[src/rtl/btc_pkg.sv]
// Package for the beat tracker clock: word types, operation codes and widths.
// No dependencies; imported by beat_tracker_clock_unit.
`default_nettype none

package btc_pkg;

  // Field widths
  localparam int unsigned TIME_W    = 48;  // timestamps, signed
  localparam int unsigned FRAC_BITS = 16;  // fraction bits of internal times
  localparam int unsigned COUNT_W   = 32;  // beat counters
  localparam int unsigned PERIOD_W  = 32;  // beat period, Q16.16 ms
  localparam int unsigned BPM_W     = 16;  // tempo, Q10.6
  localparam int unsigned BPM_FRAC  = 6;

  // Subdivision mode divides the period by 2**SUBDIV_SHIFT
  localparam int unsigned SUBDIV_SHIFT = 3;

  // Datapath widths
  localparam int unsigned DIFF_W    = TIME_W + 1;            // exact stamp difference
  localparam int unsigned DVD_W     = DIFF_W + FRAC_BITS;    // dividend shift register
  localparam int unsigned V_W       = DVD_W + 1;             // final signed combine
  localparam int unsigned PROD_W    = 2 * PERIOD_W;          // period times count
  localparam int unsigned DIV_STEPS = DVD_W;                 // one quotient bit per step
  localparam int unsigned MUL_STEPS = COUNT_W;               // one multiplier bit per step
  localparam int unsigned CNT_W     = $clog2(DIV_STEPS + 1);

  // 60000 ms per minute, tempo carries BPM_FRAC fraction bits
  localparam logic [DVD_W-1:0] PERIOD_NUM =
    DVD_W'(64'd60000 << (BPM_FRAC + FRAC_BITS));

  typedef enum logic [1:0] {
    OP_RESTART = 2'd0,
    OP_TEMPO   = 2'd1,
    OP_POLL    = 2'd2,
    OP_QUERY   = 2'd3
  } op_e;

  typedef struct packed {
    op_e                      op;
    logic signed [TIME_W-1:0] now_ms;
    logic [BPM_W-1:0]         tempo_bpm;
  } in_word_t;

  typedef struct packed {
    logic                      beat_event;
    logic signed [COUNT_W-1:0] beat_count;
    logic [TIME_W-1:0]         since_ms;
    logic signed [TIME_W-1:0]  remaining_ms;
    logic [COUNT_W-1:0]        resync_count;
  } out_word_t;

endpackage

`default_nettype wire

[src/rtl/beat_tracker_clock_unit.sv]
// Beat tracker clock: tempo-driven beat counter with bit-serial divider and multiplier.
// Depends on btc_pkg (word types, operation codes, widths).
//
//   channel | signals                                  | direction
//   --------+------------------------------------------+----------
//   in      | in_valid_i, in_ready_o, in_word_i        | word in
//   out     | out_valid_o, out_ready_i, out_word_o     | word out
//   cfg     | cfg_valid_i, cfg_ready_o, cfg_data_i     | count_mode write
//
// Every word passes, from accept to the next possible accept, through one load,
// 65 steps of the restoring divider (one quotient bit per cycle, the shift-add
// multiplier runs in the first 32 of them) and one finish step.
// The finish cycle waits only while the output register still holds an untaken word.
// Reset clears all state; count_mode comes up as 1 (whole beats).
// The cfg port is always ready.
`default_nettype none

module beat_tracker_clock_unit
  import btc_pkg::*;
(
  input  wire logic      clk_i,
  input  wire logic      rst_ni,
  input  wire logic      in_valid_i,
  output logic           in_ready_o,
  input  wire in_word_t  in_word_i,
  output logic           out_valid_o,
  input  wire logic      out_ready_i,
  output out_word_t      out_word_o,
  input  wire logic      cfg_valid_i,
  output logic           cfg_ready_o,
  input  wire logic      cfg_data_i
);

  typedef enum logic [1:0] {
    ST_IDLE,
    ST_RUN,
    ST_FIN
  } state_e;

  // Saturate a 33-bit signed sum to 32 bits
  function automatic logic [COUNT_W-1:0] sat_count(input logic [COUNT_W:0] s);
    logic [COUNT_W-1:0] r;
    r = s[COUNT_W-1:0];
    if (s[COUNT_W] != s[COUNT_W-1]) begin
      r = s[COUNT_W] ? {1'b1, {(COUNT_W-1){1'b0}}} : {1'b0, {(COUNT_W-1){1'b1}}};
    end
    return r;
  endfunction

  // Architectural state
  state_e              state_q, state_d;
  logic                count_mode_q, count_mode_d;
  logic [PERIOD_W-1:0] beat_period_q, beat_period_d;
  logic [COUNT_W-1:0]  count_value_q, count_value_d;
  logic [COUNT_W-1:0]  drift_count_q, drift_count_d;
  logic [TIME_W-1:0]   drift_stamp_q, drift_stamp_d;
  logic [TIME_W-1:0]   last_stamp_q, last_stamp_d;
  logic [COUNT_W-1:0]  resyncs_q, resyncs_d;

  // Per-word working registers
  op_e                 op_q, op_d;
  logic [TIME_W-1:0]   now_q, now_d;
  logic [DIFF_W-1:0]   x_q, x_d;
  logic                dneg_q, dneg_d;
  logic                resync_q, resync_d;
  logic                tv_neg_q, tv_neg_d;
  logic [DVD_W-1:0]    dvd_q, dvd_d;
  logic [PERIOD_W-1:0] dvs_q, dvs_d;
  logic [PERIOD_W-1:0] rem_q, rem_d;
  logic [PERIOD_W-1:0] quo_q, quo_d;
  logic                ovf_q, ovf_d;
  logic [PROD_W-1:0]   acc_q, acc_d;
  logic [COUNT_W-1:0]  mpl_q, mpl_d;
  logic [CNT_W-1:0]    cnt_q, cnt_d;
  logic                out_valid_q, out_valid_d;
  out_word_t           out_q, out_d;

  // Combinational helpers
  logic                accept;
  logic [PERIOD_W-1:0] per;
  logic [DIFF_W-1:0]   diff_a, diff_b, now_x;
  logic [COUNT_W:0]    tv;
  logic [COUNT_W-1:0]  tv_mag;
  logic [PERIOD_W:0]   rem_sh, rem_sub;
  logic                rem_ge;
  logic [PERIOD_W:0]   mul_sum;
  logic [PERIOD_W-1:0] per_q, per_m, per_new;
  logic                big_pos, big_neg;
  logic [COUNT_W:0]    sq, cnt_sum, drift_sum;
  logic [COUNT_W-1:0]  cnt_new;
  logic                beat;
  logic [V_W-1:0]      vx, vp_pos, vp, v;
  logic [TIME_W-1:0]   since_sat, remain_sat;
  logic                remain_fits;

  assign in_ready_o  = (state_q == ST_IDLE);
  assign cfg_ready_o = 1'b1;
  assign out_valid_o = out_valid_q;
  assign out_word_o  = out_q;
  assign accept      = in_valid_i && in_ready_o;

  // Operands at accept
  always_comb begin
    per    = (beat_period_q == '0) ? PERIOD_W'(1) : beat_period_q;
    now_x  = {in_word_i.now_ms[TIME_W-1], in_word_i.now_ms};
    diff_a = now_x - {drift_stamp_q[TIME_W-1], drift_stamp_q};
    diff_b = {drift_stamp_q[TIME_W-1], drift_stamp_q} - now_x;
    tv     = {count_value_q[COUNT_W-1], count_value_q} + (COUNT_W+1)'(1);
    tv_mag = tv[COUNT_W] ? COUNT_W'(-tv) : tv[COUNT_W-1:0];
  end

  // One divider step and one multiplier step
  always_comb begin
    rem_sh  = {rem_q, dvd_q[DVD_W-1]};
    rem_ge  = (rem_sh >= {1'b0, dvs_q});
    rem_sub = rem_sh - {1'b0, dvs_q};
    mul_sum = {1'b0, acc_q[PROD_W-1:PERIOD_W]} + (mpl_q[0] ? {1'b0, per} : '0);
  end

  // Finish: period, count, signed combine and saturation
  always_comb begin
    per_q   = ovf_q ? '1 : quo_q;
    per_m   = count_mode_q ? per_q : (per_q >> SUBDIV_SHIFT);
    per_new = (per_m == '0) ? PERIOD_W'(1) : per_m;

    big_pos = ovf_q | quo_q[PERIOD_W-1];
    big_neg = ovf_q | (quo_q[PERIOD_W-1] & (|quo_q[PERIOD_W-2:0]));
    if (dneg_q) begin
      sq = big_neg ? {2'b11, {(COUNT_W-1){1'b0}}} : -{1'b0, quo_q};
    end else begin
      sq = big_pos ? {2'b00, {(COUNT_W-1){1'b1}}} : {1'b0, quo_q};
    end
    cnt_sum   = sq + {drift_count_q[COUNT_W-1], drift_count_q};
    cnt_new   = sat_count(cnt_sum);
    beat      = $signed(cnt_new) > $signed(count_value_q);
    drift_sum = {drift_count_q[COUNT_W-1], drift_count_q}
              + {count_value_q[COUNT_W-1], count_value_q};

    vx     = {x_q[DIFF_W-1], x_q, {FRAC_BITS{1'b0}}};
    vp_pos = {{(V_W-PROD_W){1'b0}}, acc_q};
    vp     = tv_neg_q ? (~vp_pos + V_W'(1)) : vp_pos;
    v      = vx - vp;

    if (v[V_W-1]) begin
      since_sat = '0;
    end else if (|v[V_W-2:TIME_W]) begin
      since_sat = '1;
    end else begin
      since_sat = v[TIME_W-1:0];
    end

    remain_fits = (&v[V_W-1:TIME_W-1]) | ~(|v[V_W-1:TIME_W-1]);
    if (remain_fits) begin
      remain_sat = v[TIME_W-1:0];
    end else begin
      remain_sat = v[V_W-1] ? {1'b1, {(TIME_W-1){1'b0}}} : {1'b0, {(TIME_W-1){1'b1}}};
    end
  end

  // Next state
  always_comb begin
    state_d       = state_q;
    count_mode_d  = count_mode_q;
    beat_period_d = beat_period_q;
    count_value_d = count_value_q;
    drift_count_d = drift_count_q;
    drift_stamp_d = drift_stamp_q;
    last_stamp_d  = last_stamp_q;
    resyncs_d     = resyncs_q;
    op_d          = op_q;
    now_d         = now_q;
    x_d           = x_q;
    dneg_d        = dneg_q;
    resync_d      = resync_q;
    tv_neg_d      = tv_neg_q;
    dvd_d         = dvd_q;
    dvs_d         = dvs_q;
    rem_d         = rem_q;
    quo_d         = quo_q;
    ovf_d         = ovf_q;
    acc_d         = acc_q;
    mpl_d         = mpl_q;
    cnt_d         = cnt_q;
    out_valid_d   = out_valid_q;
    out_d         = out_q;

    // cfg write: by contract taken only while idle; the block itself does not enforce it
    if (cfg_valid_i) begin
      count_mode_d = cfg_data_i;
    end

    // output word taken
    if (out_valid_q && out_ready_i) begin
      out_valid_d = 1'b0;
    end

    case (state_q)
      ST_IDLE: begin
        if (accept) begin
          state_d  = ST_RUN;
          op_d     = in_word_i.op;
          now_d    = in_word_i.now_ms;
          // query flips both terms: the finish subtract then gives (count+1)*period - now
          x_d      = (in_word_i.op == OP_QUERY) ? -now_x : diff_a;
          dneg_d   = diff_a[DIFF_W-1];
          resync_d = $signed(last_stamp_q) > $signed(in_word_i.now_ms);
          tv_neg_d = tv[COUNT_W] ^ (in_word_i.op == OP_QUERY);
          rem_d    = '0;
          quo_d    = '0;
          ovf_d    = 1'b0;
          acc_d    = '0;
          mpl_d    = tv_mag;
          cnt_d    = '0;
          if (in_word_i.op inside {OP_RESTART, OP_TEMPO}) begin
            dvd_d = PERIOD_NUM;
            dvs_d = {{(PERIOD_W-BPM_W){1'b0}}, in_word_i.tempo_bpm};
          end else begin
            dvd_d = {(diff_a[DIFF_W-1] ? diff_b : diff_a), {FRAC_BITS{1'b0}}};
            dvs_d = per;
          end
        end
      end

      ST_RUN: begin
        // restoring divider, one quotient bit a cycle
        dvd_d = {dvd_q[DVD_W-2:0], 1'b0};
        rem_d = rem_ge ? rem_sub[PERIOD_W-1:0] : rem_sh[PERIOD_W-1:0];
        quo_d = {quo_q[PERIOD_W-2:0], rem_ge};
        ovf_d = ovf_q | quo_q[PERIOD_W-1];
        // shift-add multiplier, period times |count+1|
        if (cnt_q < CNT_W'(MUL_STEPS)) begin
          acc_d = {mul_sum, acc_q[PERIOD_W-1:1]};
          mpl_d = mpl_q >> 1;
        end
        cnt_d = cnt_q + CNT_W'(1);
        if (cnt_q == CNT_W'(DIV_STEPS - 1)) begin
          state_d = ST_FIN;
        end
      end

      ST_FIN: begin
        if (!out_valid_q || out_ready_i) begin
          state_d                  = ST_IDLE;
          out_valid_d              = 1'b1;
          out_d.beat_event         = 1'b0;
          out_d.since_ms           = '0;
          out_d.remaining_ms       = '0;
          out_d.beat_count         = count_value_q;
          out_d.resync_count       = resyncs_q;
          case (op_q)
            OP_RESTART: begin
              beat_period_d      = per_new;
              count_value_d      = '0;
              drift_count_d      = '0;
              drift_stamp_d      = '0;
              resyncs_d          = '0;
              last_stamp_d       = now_q;
              out_d.beat_count   = '0;
              out_d.resync_count = '0;
            end
            OP_TEMPO: begin
              beat_period_d = per_new;
              drift_stamp_d = now_q;
              drift_count_d = sat_count(drift_sum);
            end
            OP_POLL: begin
              last_stamp_d = now_q;
              if (resync_q) begin
                resyncs_d          = resyncs_q + COUNT_W'(1);
                drift_stamp_d      = drift_stamp_q - last_stamp_q + now_q;
                out_d.resync_count = resyncs_q + COUNT_W'(1);
              end else begin
                count_value_d    = cnt_new;
                out_d.beat_count = cnt_new;
                out_d.beat_event = beat;
                out_d.since_ms   = beat ? since_sat : '0;
              end
            end
            OP_QUERY: begin
              out_d.remaining_ms = remain_sat;
            end
            default: begin
              out_d.remaining_ms = '0;
            end
          endcase
        end
      end

      default: begin
        state_d = ST_IDLE;
      end
    endcase
  end

  // State and registered outputs
  always_ff @(posedge clk_i or negedge rst_ni) begin
    if (!rst_ni) begin
      state_q       <= ST_IDLE;
      count_mode_q  <= 1'b1;
      beat_period_q <= '0;
      count_value_q <= '0;
      drift_count_q <= '0;
      drift_stamp_q <= '0;
      last_stamp_q  <= '0;
      resyncs_q     <= '0;
      op_q          <= OP_RESTART;
      now_q         <= '0;
      x_q           <= '0;
      dneg_q        <= 1'b0;
      resync_q      <= 1'b0;
      tv_neg_q      <= 1'b0;
      dvd_q         <= '0;
      dvs_q         <= '0;
      rem_q         <= '0;
      quo_q         <= '0;
      ovf_q         <= 1'b0;
      acc_q         <= '0;
      mpl_q         <= '0;
      cnt_q         <= '0;
      out_valid_q   <= 1'b0;
      out_q         <= '0;
    end else begin
      state_q       <= state_d;
      count_mode_q  <= count_mode_d;
      beat_period_q <= beat_period_d;
      count_value_q <= count_value_d;
      drift_count_q <= drift_count_d;
      drift_stamp_q <= drift_stamp_d;
      last_stamp_q  <= last_stamp_d;
      resyncs_q     <= resyncs_d;
      op_q          <= op_d;
      now_q         <= now_d;
      x_q           <= x_d;
      dneg_q        <= dneg_d;
      resync_q      <= resync_d;
      tv_neg_q      <= tv_neg_d;
      dvd_q         <= dvd_d;
      dvs_q         <= dvs_d;
      rem_q         <= rem_d;
      quo_q         <= quo_d;
      ovf_q         <= ovf_d;
      acc_q         <= acc_d;
      mpl_q         <= mpl_d;
      cnt_q         <= cnt_d;
      out_valid_q   <= out_valid_d;
      out_q         <= out_d;
    end
  end

endmodule

`default_nettype wire
[config.mk]
export PLATFORM = sky130hd
export DESIGN_NAME = beat_tracker_clock_unit
export DESIGN_NICKNAME = d
export VERILOG_FILES = /design/src/rtl/btc_pkg.sv /design/src/rtl/beat_tracker_clock_unit.sv
export SDC_FILE = /design/constraint.sdc
export NUM_CORES = 2
export LEC_CHECK = 0
export BUFFER_PORTS_ARGS = -buffer_cell sky130_fd_sc_hd__buf_2
export CORE_MARGIN = 1.5
export CORE_UTILIZATION = 60
export DETAILED_ROUTE_END_ITERATION = 8
export GPL_TIMING_DRIVEN = 1
export PLACE_DENSITY = 0.87
export SLEW_MARGIN = 20
export SYNTH_ARGS = -nofsm -noshare
export SYNTH_HDL_FRONTEND = slang
export SYNTH_SLANG_ARGS = --single-unit
[constraint.sdc]
create_clock -name clk_i -period 14.57 [get_ports clk_i]
set_input_delay 0.7285 -clock clk_i [delete_from_list [all_inputs] [get_ports clk_i]]
set_output_delay 0.7285 -clock clk_i [all_outputs]
set_load 0.01 [all_outputs]
==> run metrics <==
CP Class=register to register; Crit Path Max Fanout=48; pre-CTS setup slack=4640 ps; H-Tree Depth=3; synth unique cells=93; via count=54420; core footprint=93500 um^2; Register Area=17700 um^2; num ports=236; Buffers on Ports=234; metal1 wirelength=74.6 mm; TritonCTS clock tree=built; CTS Hold Bufs=0; met3 wire len=15.6 mm; setup violators final=0; Synth-to-Final Area Change=8.04%; worst rel slew slack=22.6%; Top Layer Used=met5; Die Ht=311 um; Min-Delay Path Class=input port to asynchronous set/reset pin; slack of the critical path=4450 ps; CP top delay family=compound AO/OA/AOI/OAI gates; final routed DRC violation total=0; FP Rows=112; Post-CTS Setup Bufs=0; Setup TNS=0 ps; routability cong.=0.999; fill cell count=7848; Post-synth EDFFs=0; mapped cell area=56800 um^2; post-DR wirelength/cell=21.3 um; maximum VDD drop=100 uV; vias in the first global route=51181; initial antenna violation count=4; Critical-path top delay cell=nor3_1; cell mode on critical path=o21a_1; First-pass DRT Iterations=9; Power Internal=0.00331 W; sequential power share=44.7%; Initial DRC Count=6432; total grt overflow=0; clk slew on worst S/H paths=60 ps; Lkg Pwr=28.9 nW; Startpoint Class=register; placed cell count=8172; Syn. warnings=0; post-cts resize count=0; ys flop type=dfrtp_1; max-slew violations=0; CTS root buf=clkbuf_16; ratio of cells with drive above 1 in the final layout=7.33%; total die area=96400 um^2; Worst Path Buf+Inv=4; placed cell areas=58500 um^2; Worst Tran Pin Value=1150 ps; antenna-violating nets left=0; RSZ-0062 raised after global routing=no; CP required=15080 ps; Net Switching=0.00108 W; Seq/Total Area, Yosys=31.2%; first-pass GRT wire length=283 mm; post-route clock period utilization=69.5%; min cycle time layout=10120 ps; final net count=7539; clk sinks=708; DR vias/cell=6.54; outcome=finished, final reports clean; Syn Nets=7605; clk_lat worst skew=680 ps; final cell count without fillers=8325; CTS buffer count=81; Tot GR Track Use=35.9%; DP Wirelength=131 mm; Yosys reg bits=708; Die Span X=311 um; Switching Share=24.6%; area of the multi-input gates=36000 um^2; Max Clk Rate=98.8 MHz; endpoints failing hold=0; syn_area_per_cell=8.03 um^2; Max Clock Skew=29.7 ps; met2 WL=80.5 mm; crit end category=register; crit path DAT=10640 ps; Initial Util=60.7%; fin area=61300 um^2; final WL=178 mm; synthesized instance count=7068; clock power share=49.4%; pin count of the biggest net entering global routing=172; ys async rst share=100%; Max Buffers Root-to-Sink=3; Power Dens Cells=71.7 nW/um^2; max-cap check violation count=0; Worst path max stage delay=620 ps; Gate power share=5.8%
sequential cells by signal (all words and copies together), names as in the netlist, 2 cells and up:
signal	flops
acc_q	64
beat_period_q	32
cnt_q	7
count_value_q	32
drift_count_q	32
drift_stamp_q	48
dvd_q	49
dvs_q	32
last_stamp_q	48
mpl_q	32
now_q	48
op_q	2
out_word_o	161
quo_q	32
rem_q	32
state_q	2
x_q	49
power groups by stage:
stage               clock network (W)  logic, W  registers [W]
floorplan                           0  0.000142        0.00200
global placement                    0  0.000248        0.00200
detailed placement                  0  0.000252        0.00200
CTS                           0.00219  0.000253        0.00197
global route                  0.00227  0.000282        0.00197
finish                        0.00217  0.000257        0.00197
routing by layer:
layer / vias to the layer above / global-route usage, %
met4: 6 / 13.5
met5: - / 0
met1: 26166 / 49.7
li1: 25095 / -
met2: 2737 / 56.7
met3: 416 / 5.57
cells in the final DEF (no fill, tap or decap), types with 24 or more instances in the layout:
cell / Yosys / routed
o311ai_0: 24 / 24
mux2i_1: 48 / 48
xor2_1: 211 / 210
a22o_1: 37 / 37
a21o_1: 223 / 223
clkbuf_16: 0 / 81
xnor2_1: 277 / 276
nor2_1: 437 / 431
a211oi_1: 65 / 65
ha_1: 412 / 410
buf_4: 1 / 58
a22oi_1: 64 / 64
and3_1: 49 / 49
a32oi_1: 26 / 26
o21a_1: 44 / 44
nor3b_1: 32 / 32
nand2b_1: 54 / 52
nor2b_1: 81 / 79
a31oi_1: 72 / 72
o21bai_1: 56 / 56
nor4_1: 37 / 36
inv_1: 409 / 409
dfrtp_1: 707 / 706
buf_2: 10 / 233
nand4_1: 142 / 142
o22ai_1: 61 / 61
o21ai_0: 667 / 667
fa_1: 53 / 53
nand2_1: 854 / 851
nor3_1: 170 / 167
o221ai_1: 67 / 67
or3_1: 40 / 40
a221o_1: 39 / 39
a21oi_1: 552 / 550
and2_1: 65 / 65
o31ai_1: 45 / 45
nand3_1: 207 / 206
o211ai_1: 38 / 38
stage by stage:
step                hold slack (ps)  utilization, %  total power, W
floorplan                       433               -         0.00215
global placement                458            62.6         0.00225
detailed placement              465            62.6         0.00225
CTS                             101            65.6         0.00441
global route                    142            65.6         0.00452
finish                         96.2            65.6         0.00440
synth_stat cells, drive strengths merged, types with 72 or more instances:
library cell	number	area share, %
nor2b	81	0.89
nand2	854	5.6
a21o	223	2.9
nand3	207	1.8
clkbuf	399	2.6
a21oi	552	4.9
nor3	171	1.5
inv	410	2.7
o21ai	675	6.0
nand4	142	1.6
xor2	212	3.3
dfrtp	707	31
nor2	437	2.9
ha	412	9.1
a31oi	72	0.79
xnor2	277	4.3
layout make-up:
class | count | share of cell area [%]
multi-input combinational | 5505 | 58.7
sequential | 708 | 28.9
inverter | 411 | 2.52
timing repair buffer | 295 | 2.73
antenna | 2 | 0.00816
tap | 1254 | 2.56
clock buffer | 107 | 3.71
clock inverter | 43 | 0.855
kinds of logic (layout without fill, tap and decap cells):
| group | count (synthesis) | in the layout | synth area share, % |
|---|---|---|---|
| DFF | 708 | 708 | 31.2 |
| AOI/OAI and AO/OA | 2235 | 2235 | 24.8 |
| muxes | 50 | 50 | 0.886 |
| adders and majority gates | 472 | 472 | 11.1 |
| and+or+nand+nor | 2258 | 2258 | 18.7 |
| buffers and inverters | 855 | 856 | 5.71 |
| xor gates and xnor gates | 489 | 489 | 7.56 |
| other | 1 | 3 | 0.00661 |
path summary, 6_finish.rpt:
path | start | to | slack [ps] | cells after the start
worst max register to register | quo_q[4] | out_word_o[92] | 4450 | 37
min in group clk_i | cfg_data_i | count_mode_q | 290 | 2
max in group asynchronous | rst_ni | mpl_q[30] | 11520 | 4
worst min register to register | out_word_o[95] | out_word_o[95] | 470 | 2
worst min-delay path | rst_ni | now_q[16] | 100 | 1
worst max-delay path | quo_q[4] | out_word_o[92] | 4450 | 37
No activity file was read; power rests on OpenSTA's default activity.
